**config.mk**
```make
export PLATFORM = sky130hd
export DESIGN_NAME = accumulator_cpu_step
export DESIGN_NICKNAME = d
export VERILOG_FILES = /design/src/rtl/acs_pkg.sv /design/src/rtl/accumulator_cpu_step.sv /design/src/rtl/acs_ram.sv
export SDC_FILE = /design/constraint.sdc
export NUM_CORES = 1
export LEC_CHECK = 0
export BUFFER_PORTS_ARGS = -buffer_cell sky130_fd_sc_hd__buf_2
export CAP_MARGIN = 20
export CELL_PAD_IN_SITES_DETAIL_PLACEMENT = 1
export CELL_PAD_IN_SITES_GLOBAL_PLACEMENT = 1
export CORE_ASPECT_RATIO = 0.8
export CORE_UTILIZATION = 35
export DETAILED_ROUTE_END_ITERATION = 10
export PLACE_DENSITY_LB_ADDON = 0.1
export SLEW_MARGIN = 20
export SYNTH_ARGS = -nofsm -noshare
export SYNTH_HDL_FRONTEND = slang
export SYNTH_SLANG_ARGS = --single-unit
export TNS_END_PERCENT = 100
```
**constraint.sdc**
```tcl
create_clock -name aclk -period 5.03 [get_ports aclk]
set_input_delay 0.2515 -clock aclk [delete_from_list [all_inputs] [get_ports aclk]]
set_output_delay 0.2515 -clock aclk [all_outputs]
set_load 0.03 [all_outputs]
```
**src/rtl/acs_pkg.sv**
```systemverilog
// acs_pkg: shared types and constants for the accumulator cpu step block
// used by the top level and its port checker; no dependencies
`default_nettype none

package acs_pkg;

    // memory geometry and data width
    localparam int DATA_W    = 8;
    localparam int MEM_DEPTH = 32;
    localparam int ADDR_W    = $clog2(MEM_DEPTH);

    // beat action carried on s_tuser
    typedef enum logic [1:0] {
        ACT_EXEC  = 2'd0,
        ACT_WRITE = 2'd1,
        ACT_READ  = 2'd2
    } action_t;

    // instruction opcode, top three bits of the instruction byte
    typedef enum logic [2:0] {
        OP_LOAD  = 3'd0,
        OP_STORE = 3'd1,
        OP_SKIP  = 3'd2,
        OP_JUMP  = 3'd3,
        OP_ADD   = 3'd4,
        OP_NEG   = 3'd5,
        OP_AND   = 3'd6,
        OP_NOT   = 3'd7
    } opcode_t;

    // item sequencer
    typedef enum logic [2:0] {
        ST_IDLE   = 3'b001,
        ST_OPER   = 3'b010,
        ST_FINISH = 3'b100
    } state_t;

endpackage

`default_nettype wire

```
**src/rtl/accumulator_cpu_step.sv**
```systemverilog
// accumulator_cpu_step: 8-bit accumulator processor with a 32-byte unified memory
// depends on acs_pkg and acs_ram
//
//  channel | direction | tdata (low bit up)                          | tuser
//  s_      | in        | address[4:0] write_data[12:5] zero[15:13]   | action[1:0]
//  m_      | out       | accumulator[7:0] program_counter[12:8]      | -
//          |           | read_data[20:13] skip_taken[21] zero[23:22] |
//
// an item passes through the accept step, which issues the first ram read, then the
// operand read, then compute and write back, after which the result register loads.
// the next beat is accepted in the last cycle of the one before, so a new beat is
// taken while the previous one finishes; beat spacing is set by the instruction fetch
// and the dependent operand read on the single ram read port.
// reset clears 32 per-byte valid flops so unwritten bytes read as zero; no clearing pass.
// a result held on m_ stalls the final step, and s_tready drops with it.
`default_nettype none

module accumulator_cpu_step import acs_pkg::*; (
    input  wire logic        aclk,
    input  wire logic        aresetn,
    input  wire logic        s_tvalid,
    output logic             s_tready,
    input  wire logic [15:0] s_tdata,   // address[4:0], write_data[12:5], zero[15:13]
    input  wire logic [1:0]  s_tuser,   // action[1:0]
    output logic             m_tvalid,
    input  wire logic        m_tready,
    output logic [23:0]      m_tdata    // accumulator[7:0], program_counter[12:8],
                                        // read_data[20:13], skip_taken[21], zero[23:22]
);

    state_t state_reg, state_next;

    logic [1:0]           act_reg;
    logic [ADDR_W-1:0]    addr_reg;
    logic [DATA_W-1:0]    wdata_reg;
    logic [DATA_W-1:0]    first_reg;
    logic [DATA_W-1:0]    acc_reg;
    logic [ADDR_W-1:0]    pc_reg;
    logic [MEM_DEPTH-1:0] valid_reg;
    logic                 rvalid_reg;
    logic                 byp_hit_reg;
    logic [DATA_W-1:0]    byp_data_reg;

    logic                 m_valid_reg;
    logic [DATA_W-1:0]    m_acc_reg;
    logic [ADDR_W-1:0]    m_pc_reg;
    logic [DATA_W-1:0]    m_rdata_reg;
    logic                 m_skip_reg;

    logic                 ram_we;
    logic [ADDR_W-1:0]    ram_waddr;
    logic [DATA_W-1:0]    ram_wdata;
    logic [ADDR_W-1:0]    ram_raddr;
    logic [DATA_W-1:0]    ram_rdata;

    logic                 out_free;
    logic                 finishing;
    logic                 s_accept;
    logic [ADDR_W-1:0]    in_address;
    logic [DATA_W-1:0]    in_wdata;
    logic [DATA_W-1:0]    rd_eff;
    logic [ADDR_W-1:0]    pc_fetch;
    logic [ADDR_W-1:0]    fetch_addr;

    logic [DATA_W-1:0]    acc_new;
    logic [ADDR_W-1:0]    pc_new;
    logic                 skip_new;
    logic [DATA_W-1:0]    rdata_new;
    logic                 we_new;
    logic [ADDR_W-1:0]    waddr_new;
    logic [DATA_W-1:0]    wdata_new;
    opcode_t              op;
    logic [ADDR_W-1:0]    idx;

    // handshake
    assign out_free   = !m_valid_reg || m_tready;
    assign finishing  = (state_reg == ST_FINISH) && out_free;
    assign s_tready   = (state_reg == ST_IDLE) || finishing;
    assign s_accept   = s_tvalid && s_tready;
    assign in_address = s_tdata[ADDR_W-1:0];
    assign in_wdata   = s_tdata[ADDR_W+DATA_W-1:ADDR_W];

    // read data with same-cycle write bypass; unwritten bytes read as zero
    assign rd_eff = byp_hit_reg ? byp_data_reg : (rvalid_reg ? ram_rdata : '0);

    // final step: execute, write or read
    assign op  = opcode_t'(first_reg[DATA_W-1:DATA_W-3]);
    assign idx = first_reg[ADDR_W-1:0];

    always_comb begin
        acc_new   = acc_reg;
        pc_new    = pc_reg;
        skip_new  = 1'b0;
        rdata_new = '0;
        we_new    = 1'b0;
        waddr_new = addr_reg;
        wdata_new = wdata_reg;
        case (act_reg)
            ACT_EXEC: begin
                rdata_new = first_reg;
                pc_new    = pc_reg + ADDR_W'(1);
                case (op)
                    OP_LOAD:  acc_new = rd_eff;
                    OP_STORE: begin
                        we_new    = 1'b1;
                        waddr_new = idx;
                        wdata_new = acc_reg;
                    end
                    OP_SKIP: begin
                        if (acc_reg == rd_eff) begin
                            skip_new = 1'b1;
                            pc_new   = pc_reg + ADDR_W'(2);
                        end
                    end
                    OP_JUMP:  pc_new  = idx;
                    OP_ADD:   acc_new = acc_reg + rd_eff;
                    OP_NEG:   acc_new = '0 - acc_reg;
                    OP_AND:   acc_new = acc_reg & rd_eff;
                    OP_NOT:   acc_new = ~acc_reg;
                    default:  acc_new = acc_reg;
                endcase
            end
            ACT_WRITE: we_new    = 1'b1;
            ACT_READ:  rdata_new = first_reg;
            default:   rdata_new = '0;
        endcase
    end

    // ram ports: write only when the final step completes
    assign ram_we    = finishing && we_new;
    assign ram_waddr = waddr_new;
    assign ram_wdata = wdata_new;

    // fetch uses the pc the finishing item leaves behind
    assign pc_fetch   = finishing ? pc_new : pc_reg;
    assign fetch_addr = (s_tuser == ACT_EXEC) ? pc_fetch : in_address;

    always_comb begin
        case (state_reg)
            ST_IDLE:   ram_raddr = fetch_addr;
            ST_OPER:   ram_raddr = rd_eff[ADDR_W-1:0];
            ST_FINISH: ram_raddr = s_accept ? fetch_addr : idx;
            default:   ram_raddr = fetch_addr;
        endcase
    end

    acs_ram #(
        .WIDTH (DATA_W),
        .DEPTH (MEM_DEPTH)
    ) u_ram (
        .aclk  (aclk),
        .we    (ram_we),
        .waddr (ram_waddr),
        .wdata (ram_wdata),
        .raddr (ram_raddr),
        .rdata (ram_rdata)
    );

    // sequencer
    always_comb begin
        state_next = state_reg;
        case (state_reg)
            ST_IDLE:   if (s_accept) state_next = ST_OPER;
            ST_OPER:   state_next = ST_FINISH;
            ST_FINISH: begin
                if (finishing) begin
                    state_next = s_accept ? ST_OPER : ST_IDLE;
                end
            end
            default:   state_next = ST_IDLE;
        endcase
    end

    // control state
    always_ff @(posedge aclk) begin
        if (!aresetn) begin
            state_reg   <= ST_IDLE;
            acc_reg     <= '0;
            pc_reg      <= '0;
            valid_reg   <= '0;
            byp_hit_reg <= 1'b0;
            rvalid_reg  <= 1'b0;
            m_valid_reg <= 1'b0;
        end else begin
            state_reg   <= state_next;
            byp_hit_reg <= ram_we && (ram_waddr == ram_raddr);
            rvalid_reg  <= valid_reg[ram_raddr];
            if (ram_we) begin
                valid_reg[ram_waddr] <= 1'b1;
            end
            if (finishing) begin
                acc_reg     <= acc_new;
                pc_reg      <= pc_new;
                m_valid_reg <= 1'b1;
            end else if (m_tready) begin
                m_valid_reg <= 1'b0;
            end
        end
    end

    // payload registers
    always_ff @(posedge aclk) begin
        byp_data_reg <= ram_wdata;
        if (s_accept) begin
            act_reg   <= s_tuser;
            addr_reg  <= in_address;
            wdata_reg <= in_wdata;
        end
        if (state_reg == ST_OPER) begin
            first_reg <= rd_eff;
        end
        if (finishing) begin
            m_acc_reg   <= acc_new;
            m_pc_reg    <= pc_new;
            m_rdata_reg <= rdata_new;
            m_skip_reg  <= skip_new;
        end
    end

    assign m_tvalid = m_valid_reg;
    assign m_tdata  = {2'b00, m_skip_reg, m_rdata_reg, m_pc_reg, m_acc_reg};

endmodule

`default_nettype wire

```
**src/rtl/acs_ram.sv**
```systemverilog
// acs_ram: generic single write port, single read port ram with registered read
// no package dependency
`default_nettype none

module acs_ram #(
    parameter int WIDTH = 8,
    parameter int DEPTH = 32
) (
    input  wire logic                     aclk,
    input  wire logic                     we,
    input  wire logic [$clog2(DEPTH)-1:0] waddr,
    input  wire logic [WIDTH-1:0]         wdata,
    input  wire logic [$clog2(DEPTH)-1:0] raddr,
    output logic      [WIDTH-1:0]         rdata
);

    logic [WIDTH-1:0] mem [DEPTH];
    logic [WIDTH-1:0] rdata_reg;

    // write port and registered read port
    always_ff @(posedge aclk) begin
        if (we) begin
            mem[waddr] <= wdata;
        end
        rdata_reg <= mem[raddr];
    end

    assign rdata = rdata_reg;

endmodule

`default_nettype wire

```
---- Yosys cells after proc, flatten, opt, wreduce, memory -nomap -nowiden ----
Memories as Yosys holds them, arrays and structs flattened. A register that Yosys moved wholly into a read port is not among the register bits.
Index checks and enable logic that the tools add are counted.
word-level totals
  register bits ........................... 104
  bits in writable memories ............... 256
  input bits .............................. 22
  output and inout port bits .............. 26
  word-level logic and storage cells ...... 88
  memories ................................ 1
memories
  memory     depth  bits a word  rd ports  clocked after Yosys merged registers in  wr ports  RTL line       text
  u_ram.mem  32     8            1         1                                        1         acs_ram.sv:17  logic [WIDTH-1:0] mem [DEPTH];
cells by class
  $add $sub $neg .......................... 4
  order comparisons ....................... 3
  eq/ne operators ......................... 16
  muxes and demuxes ....................... 30
  bitwise logic cells ..................... 3
  reduce and logical (&&, ||, !) cells .... 15
operator list
  cell                   count
  $mux W8                5
  $pmux W8 S5            1
  $mux W5                7
  $or A32 B32 Y32        1
  $pmux W5 S2            2
  $eq A3 B3 Y1 const B   5
  $lt A5 B6 Y1 const B   2
  $eq A3 B2 Y1 const B   3
  $pmux W3 S3            1
  $add A8 B8 Y8          1
  $and A8 B8 Y8          1
  $eq A8 B8 Y1           1
  $mux W1                8
  $not A8 Y8             1
  $sub A1 B8 Y8 const A  1
  $eq A3 B1 Y1 const B   2
  $mux W3                2
  $add A5 B1 Y5 const B  1
  $add A5 B2 Y5 const B  1
  $bmux W1 S5            1
  $demux W1 S5           1
  $eq A5 B5 Y1           1
  $ge A5 B1 Y1 const B   1
  $logic_and A1 B1 Y1    5
  12 further kinds       16

---- Depth between registers and ports, before layout ----
Gate-level depths: netlist of run 1.
  depth in word-level cells ............... 12
  gate-level depth with buffers ........... 16
  depth with buffers taken out ............ 14

---- Cells and area by module ----
Synthesis of run 1 repeated with hierarchy kept, for this count alone.
second synthesis, totals
  cells, all modules ...................... 1,033
  area, all modules ....................... 15,626.2 µm²
by module, submodules not included
  module                times used  cells each  area an instance (µm²)  sequential area each (µm²)
  acs_ram               1           417         10,053.4                7,847.5
  accumulator_cpu_step  1           616         5,572.8                 2,532.4

---- Worst setup path before layout of run 1 ----
OpenSTA, ideal clock, no wires.
  path type ............................... reg-to-reg
  start point ............................. register rvalid_reg
  end point ............................... register rvalid_reg
  library setup time ...................... 0.127 ns
  arrival time ............................ 3.287 ns
  required time ........................... 4.903 ns
  path slack .............................. 1.616 ns
  stages on the path, launching flop included .. 16
  path buffers ............................ 3
  clock period less this slack ............ 3.414 ns
  cell sequence ........................... dfxtp_1 > nor2b_1 > a22o_1 > ha_1 > nor4_2 > nand2_1 > o311a_1 > a21oi_1 > or2_1 > buf_4 > buf_8 > buf_8 > mux2i_1 > nor3_1 > o311ai_1 > a31oi_1
on the way
  word-level cells in the longest chain between the ends .. 12
ends and longest elaborated chain
  element                          RTL line                     text
  from (decl)                      accumulator_cpu_step.sv:40   logic rvalid_reg;
  from (signal assigned)           accumulator_cpu_step.sv:187  rvalid_reg <= valid_reg[ram_raddr];
  $mux W8 * (2 in a row)           accumulator_cpu_step.sv:84   assign rd_eff = byp_hit_reg ? byp_data_reg : (rvalid_reg ? ram_rdata : '0);
  net rd_eff[1]                    accumulator_cpu_step.sv:61   logic [DATA_W-1:0] rd_eff;
  $eq A8 B8 Y1                     accumulator_cpu_step.sv:110  if (acc_reg == rd_eff) begin
  $mux W5                          accumulator_cpu_step.sv:110
  $pmux W5 S2                      accumulator_cpu_step.sv:102  case (op)
  $mux W5                          accumulator_cpu_step.sv:98   case (act_reg)
  $mux W5                          -
  $mux W5                          accumulator_cpu_step.sv:136  assign fetch_addr = (s_tuser == ACT_EXEC) ? pc_fetch : in_address;
  $mux W5                          accumulator_cpu_step.sv:142  ST_FINISH: ram_raddr = s_accept ? fetch_addr : idx;
  $pmux W5 S2 *                    accumulator_cpu_step.sv:139  case (state_reg)
  $bmux W1 S5 *                    accumulator_cpu_step.sv:187
  $mux W1 (implied by the code) *  accumulator_cpu_step.sv:187
Mark *: on every way through the listed nets, which the timed path passes. The rest lies on a longest branch. The select of a mux whose other input is x is not followed.
A chain may end at the register's enable or synchronous reset.

---- Worst setup path after layout of run 1 ----
  start point ............................. register byp_hit_reg
  end point ............................... register u_ram.rdata_reg[4] (netlist: u_ram.rdata[4]), read port of u_ram.mem
on the way
  word-level cells in the longest chain between the ends .. 9
ends and longest elaborated chain
  element                 RTL line                     text
  from (decl)             accumulator_cpu_step.sv:41   logic byp_hit_reg;
  from (signal assigned)  accumulator_cpu_step.sv:186  byp_hit_reg <= ram_we && (ram_waddr == ram_raddr);
  $mux W8 *               accumulator_cpu_step.sv:84
  net rd_eff[5]           accumulator_cpu_step.sv:61
  $eq A8 B8 Y1 *          accumulator_cpu_step.sv:110
  $mux W5 *               accumulator_cpu_step.sv:110
  $pmux W5 S2 *           accumulator_cpu_step.sv:102
  $mux W5 *               accumulator_cpu_step.sv:98
  $mux W5 *               -
  $mux W5 *               accumulator_cpu_step.sv:136
  $mux W5                 accumulator_cpu_step.sv:142
  $pmux W5 S2 *           accumulator_cpu_step.sv:139
  to (decl)               acs_ram.sv:18                logic [WIDTH-1:0] rdata_reg;
Mark *: on every way through the listed nets, which the timed path passes. The rest lies on a longest branch.

==> qor.txt, run 1 <==
Placed cell areas = 16900 sq um
Vias in the first global route = 10300
Share of cells above drive strength 1 = 16.0%
Drt via density = 5.38
Drt drc = 0
Total power draw = 6.79 mW
IO Port Bufs = 42
Root Driver = clkbuf_16
Syn avg cell area = 13.3 sq um
Max incr delay on CP = 590 ps
Sink Count = 368
Slew Limit Fails = 0
Hold path start = m_tready
Measured slew at the worst slew-check pin = 1070 ps
Initial drt markers = 715
Hold EP = state_reg[2]$_SDFFE_PN0P_
Worst min-delay path class = in -> reg
Placeable Area = 43600 sq um
Row count = 68
Post-DP HPWL = 31200 um
Final ANT Viol Nets = 0
Post-synth EDFFs = 301
CP Launch Point = byp_hit_reg$_SDFF_PN0_
Final WS setup = 420 ps
Mapped cell area = 15600 sq um
CP Capture Type = register
Critical R2R Launch = byp_hit_reg$_SDFF_PN0_
H-tree depth = 2
Post-CTS sizing = 0
Pleak = 6.33 nW
Kind of cell adding the most delay to the critical path = simple AND/OR/NAND/NOR gates
I/O pins = 48
Sequential fraction of the synthesis area = 66.3%
Slowest cell on crit path = o311ai_2
# setup viols final = 0
Total clock buffers created by CTS = 41
Via count = 10200
DRT Wirelength = 46700 um
Syn. warnings = 0
Setup Skew = 20.0 ps
Post-synth ARST share = 0%
Die footprint = 45600 sq um
Buf+Inv Stages, Crit Path = 0
Critical-path cell list = nor2b_1 > a22o_1 > ha_1 > nor4_4 > nand2_1 > o311ai_2 > o211a_1 > and4_1 > a32oi_1 > nand4_1 > nor2_1
RR Endpoint = u_ram.rdata[4]$_DFF_P_
Post-Place Setup Slack = 501 ps
Period minus WS final = 4610 ps
Initial DRT Pass Iterations = 5
Top cell type's share of synthesized area = 57.8%
Power Dens Cells = 370 nW/um^2
Starting Density = 35.9%
Register-to-Register Path Depth = 11
Synth unique cells = 78
Overflow after GRT = 0
Area contributors post-synth = edfxtp_1 (58%), dfxtp_1 (8.6%), mux2i_1 (5.4%)
CP required = 5470 ps
Post-route setup TNS = 0 ps
VDD IR max = 0.000195 V
Setup CP Type = reg -> reg
Final hold vios = 0
Clock buffer depth = 3
Synth area leader = edfxtp_1
Max-Cap Viols = 0
Cell count after synthesis = 1175
F_max = 0.217 GHz
Final period utilization = 91.6%
Unrepaired setup endpoints after global routing = false
Initial antenna violation count = 0
Nets = 1313
Flop2flop setup slack = 420 ps
Final Instance Area = 18300 sq um
Largest net degree at the start of global routing = 67
Ys flop type = edfxtp_1
Max_slew headroom = 28.7%
Die H = 191 um
First-pass GRT wire length = 69300 um
Wire per inst = 24.5 um
Worst EP arrival = 5050 ps
Hold Path Depth = 4
Die W = 238 um
Synth-to-layout area growth = 17.2%
Hold_ws = 70.1 ps
Status = completed
CTS tree = yes
Number of synthesized register bits = 368
Clock latency on the worst-skew pair = 550 ps
Gr usage total = 20.9%
Largest register FFs = 256
Clk pin slew, worst setup/hold paths = 70 ps
Final Wtd Congestion = 0.810
Crit path max fanout = 11
Crit path launch type = register
## cell usage after synthesis, types with 7 or more instances
master,count
edfxtp_1,301
nand2_1,182
mux2i_1,84
nor2_1,76
dfxtp_1,67
a32oi_1,64
o21a_1,36
o21ai_0,34
clkbuf_1,31
a21oi_1,27
nand4_1,22
nand3_1,14
buf_2,12
inv_1,12
nor2b_1,12
nor3_1,12
ha_1,11
mux2_2,8
nor4_4,8
o21ai_1,8
a22oi_1,7
nand2b_1,7
o211ai_1,7
xor2_1,7
## cells by family (layout without fill, tap and decap cells)
family,after synthesis,after routing,synth area share [%]
simple gates,377,377,12.1
fa+ha+maj,12,12,1.01
other cells,1,3,0.0240
compound gates,237,237,11.2
mux,95,95,6.38
xor+xnor,13,13,0.728
flops,368,368,66.3
buf+inv,72,205,2.26
## worst register-to-register path, stage by stage (launching register included)
cell,delay (ps)
dfxtp_1,420
nor2b_1,390
a22o_1,300
ha_1,340
nor4_4,540
nand2_1,160
o311ai_2,590
o211a_1,520
and4_1,570
a32oi_1,330
nand4_1,260
nor2_1,80
## cell usage in the layout, fill, tap and decap left out, types with 14 or more instances in the layout
cell type      synthesis  layout
a21oi_1               27      27
a32oi_1               64      64
buf_2                 12      42
buf_4                  5      54
clkbuf_16              0      42
dfxtp_1               67      67
dlygate4sd3_1          0      15
edfxtp_1             301     301
mux2i_1               84      84
nand2_1              182     182
nand3_1               14      14
nand4_1               22      22
nor2_1                76      75
o21a_1                36      36
o21ai_0               34      31
## metrics by stage
step                cells  utilization (%)
floorplan            1176                -
global placement     1816             38.7
detailed placement   1816             38.7
CTS                  1904             42.0
global route         1904             42.0
finish               1905             42.0
## report_power, final
| group | total (mW) | internal (mW) | switching [mW] |
|---|---|---|---|
| clock network | 2.93 | 1.71 | 1.22 |
| logic | 0.499 | 0.162 | 0.337 |
| registers | 3.36 | 3.34 | 0.0234 |
| total | 6.79 | 5.21 | 1.58 |
## worst max-delay path by stage
stage / to / slack (ps) / cells past startpoint
after floorplan: rvalid_reg$_SDFF_PN0_ / 1620 / 15
after global placement: u_ram.rdata[2]$_DFF_P_ / 540 / 11
after detailed placement: u_ram.rdata[2]$_DFF_P_ / 500 / 11
after CTS: u_ram.rdata[2]$_DFF_P_ / 470 / 11
after global routing: u_ram.rdata[2]$_DFF_P_ / 160 / 14
final: u_ram.rdata[4]$_DFF_P_ / 420 / 11
## layout make-up
| class | count | area [sq um] |
|---|---|---|
| clock buffers | 63 | 1210 |
| clock inverters | 10 | 80.1 |
| inverters | 14 | 57.6 |
| fillers | 4501 | 25300 |
| flip-flops and latches | 368 | 10400 |
| multi-input cells | 736 | 4960 |
| well taps | 595 | 744 |
| repair buffers | 118 | 906 |
| diodes | 1 | 2.50 |
## timing repair
action                    CTS  global route
hold buffers               15             0
setup buffers               0             0
hold endpoints to repair   15             0
## routing by layer
layer | vias up | GRT usage, % | wire, um
li1 | 4725 | - | -
met1 | 5262 | 32.7 | 24100
met2 | 209 | 29.1 | 19200
met3 | 47 | 4.42 | 2700
met4 | 0 | 4.56 | 704
met5 | - | 0 | 0
Note: power is estimated with default switching activity, not from simulation.
==> run 2, diff against run 1 <==
- ABC_AREA: default -> 1
- CAP_MARGIN: 20 -> default
==> run 2 against run 1 <==
Net effect: worst hold slack better by 1.5 ps; clock power is 5% lower; setup slack better by 9.4 ps; via count is 10% higher; critical endpoint is now u_ram.rdata[0]$_DFF_P_.
==> qor.txt, run 2 <==
Placed cell areas = 16700 sq um (-1.0%)
Top cells by count, synth = nand2_1 (346), nand3_1 (303), edfxtp_1 (301)
Starting Density = 35.5% (-0.39 points)
Final period utilization = 91.5% (-0.19 points)
Share of cells above drive strength 1 = 10.6% (-5.4 points)
Placeable Area = 44400 sq um (+1.7%)
Nets = 1616 (+23%)
First-pass GRT wire length = 70300 um (+1.4%)
Initial drt markers = 810 (+13%)
Largest register FFs = 256 (unchanged)
Number of synthesized register bits = 368 (unchanged)
Count leader, synth = nand2_1
Gr usage total = 20.6% (-0.26 points)
Most Frequent Cell on Critical Path = nand2_1
Sequential fraction of the synthesis area = 66.0% (-0.38 points)
Final hold vios = 0 (unchanged)
Initial antenna violation count = 2 (+2)
Post-synth ARST share = 0% (unchanged)
CTS tree = yes
Critical R2R Launch = byp_hit_reg$_SDFF_PN0_
Slew Limit Fails = 0 (unchanged)
Final ANT Viol Nets = 0 (unchanged)
DRT Wirelength = 46600 um (-0.25%)
Syn avg cell area = 10.4 sq um (-22%)
Die footprint = 45800 sq um (+0.57%)
Wire per inst = 21.0 um (-14%)
Period minus WS final = 4600 ps (-9.43 ps)
IO Port Bufs = 42 (unchanged)
Clock latency on the worst-skew pair = 550 ps (about the same)
Initial DRT Pass Iterations = 5 (unchanged)
Slowest cell on crit path = dfxtp_1
Via count = 11300 (+10%)
Post-route setup TNS = 0 ps (unchanged)
# setup viols final = 0 (unchanged)
Synth area leader = edfxtp_1
Power Dens Cells = 381 nW/um^2 (+2.9%)
Sink Count = 368 (unchanged)
Crit path launch type = register
Hold Path Depth = 4 (unchanged)
Cell count after synthesis = 1509 (+28%)
Register-to-Register Path Depth = 26 (+15)
RR Endpoint = u_ram.rdata[0]$_DFF_P_
Hold EP = state_reg[2]$_SDFFE_PN0P_
Post-DP HPWL = 29300 um (-6.3%)
Post-layout util = 40.8% (-1.2 points)
# diodes = 0 (-1)
Largest net degree at the start of global routing = 76 (+13%)
I/O pins = 48 (unchanged)
Unrepaired setup endpoints after global routing = false
Row count = 69 (+1.5%)
Clk pin slew, worst setup/hold paths = 60 ps (about the same)
Setup Skew = 29.5 ps (+9.51 ps)
Top cell type's share of synthesized area = 57.4% (-0.33 points)
Root Driver = clkbuf_16
Max-Cap Viols = 0 (unchanged)
Final Wtd Congestion = 0.839 (+3.6%)
Hold path start = m_tready
Die H = 192 um (+0.29%)
Area contributors post-synth = edfxtp_1 (57%), nand3_1 (9.6%), dfxtp_1 (8.5%)
Mapped cell area = 15700 sq um (+0.58%)
F_max = 0.217 GHz (+0.21%)
Commonest non-fill, non-tap cells in the layout = nand2_1 (346), nand3_1 (303), edfxtp_1 (301), nor2_1 (164), inv_1 (85)
Max incr delay on CP = 500 ps (-90 ps)
Synth unique cells = 45 (-42%)
Flop2flop setup slack = 430 ps (about the same)
Final Instance Area = 18100 sq um (-1.2%)
Worst min-delay path class = in -> reg
Vias in the first global route = 11200 (+8.1%)
Synth-to-layout area growth = 15.1%
Pleak = 6.74 nW (+6.5%)
Measured slew at the worst slew-check pin = 994 ps (-71.9 ps)
Status = completed
Overflow after GRT = 0 (unchanged)
Clock buffer depth = 3 (unchanged)
H-tree depth = 2 (unchanged)
CP required = 5520 ps (+50 ps)
Total power draw = 6.90 mW (+1.6%)
Commonest non-fill, non-tap cell in the layout = nand2_1
CP Capture Type = register
VDD IR max = 0.000212 V (+8.8%)
Total clock buffers created by CTS = 40 (-2.4%)
Ys flop type = edfxtp_1
Setup CP Type = reg -> reg
Max_slew headroom = 33.5% (+4.8 points)
Drt drc = 0 (unchanged)
Crit path max fanout = 75 (+64)
Post-synth EDFFs = 301 (unchanged)
Die W = 239 um (+0.29%)
Syn. warnings = 0 (unchanged)
Drt via density = 5.10 (-5.2%)
Worst EP arrival = 5090 ps (+40 ps)
run 2: cell count changes after synthesis, sizes merged, moves of 8 or more:
cell    change
a32oi      -62
buf        +25
clkbuf     -10
inv        +78
mux2i      -83
nand2     +168
nand3     +290
nand4      -22
nor2       +89
nor2b      -12
nor3        -8
nor4       -11
o21a       -35
run 2: repair_timing:
item | CTS | global route
buffers inserted | 0 | 0
resized for setup | 0 | 0
endpoints found under the hold margin | 18 | 0
hold buffers | 18 | 0
run 2: area by class of cell:
| type | instances | area (sq um) |
|---|---|---|
| multi-input combinational | 976 | 4610 |
| timing repair buffer | 103 | 801 |
| clock buffer | 56 | 1100 |
| tap | 603 | 754 |
| fill | 4982 | 26300 |
| sequential | 368 | 10400 |
| inverter | 93 | 353 |
| clock inverter | 18 | 119 |
run 2: worst max path at each step:
stage	cells after the start	startpoint	to
after global routing	26	byp_hit_reg$_SDFF_PN0_	u_ram.rdata[0]$_DFF_P_
after CTS	26	byp_hit_reg$_SDFF_PN0_	u_ram.rdata[0]$_DFF_P_
after global placement	26	byp_hit_reg$_SDFF_PN0_	u_ram.rdata[5]$_DFF_P_
after detailed placement	26	byp_hit_reg$_SDFF_PN0_	u_ram.rdata[0]$_DFF_P_
after floorplan	24	byp_hit_reg$_SDFF_PN0_	u_ram.rdata[5]$_DFF_P_
final	26	byp_hit_reg$_SDFF_PN0_	u_ram.rdata[0]$_DFF_P_
run 2: critical path, delay by kind of cell (launching register included):
kind / cells / cell delay (ps)
fa+ha+maj: 1 / 330
buf+inv: 5 / 800
simple gates: 19 / 2320
flops: 1 / 500
compound gates: 1 / 460
run 2: logic make-up after synthesis:
group | share of synthesized area (%)
flip-flops | 66.0
AND/OR/NAND/NOR | 22.8
buffers and inverters | 4.98
multiplexers | 0.135
AO/OA/AOI/OAI | 4.72
adder cells (fa/ha/maj) | 1.00
XOR/XNOR | 0.334
other | 0.0238
run 2: power breakdown:
part           switching, mW  internal [mW]  leakage, nW
sequential            0.0201           3.35         3.26
combinational          0.536          0.197         2.88
clock                   1.21           1.59        0.601
run 2: per-stage QoR:
stage          hold WS, ps  worst slack [ps]  instances
6_report              71.6               430       2217
5_1_grt               84.9              54.0       2217
4_1_cts               39.7               447       2217
3_5_place_dp           430               532       2125
3_3_place_gp           428               544       2125
2_1_floorplan          350              1850       1510
run 2: layer usage:
layer	global-route usage, %	share of wire (%)	up-vias
met5	0	0	-
met4	4.36	1.8	0
met3	3.05	4.6	56
met2	28.9	41	206
met1	33.0	52	5668
li1	-	-	5367
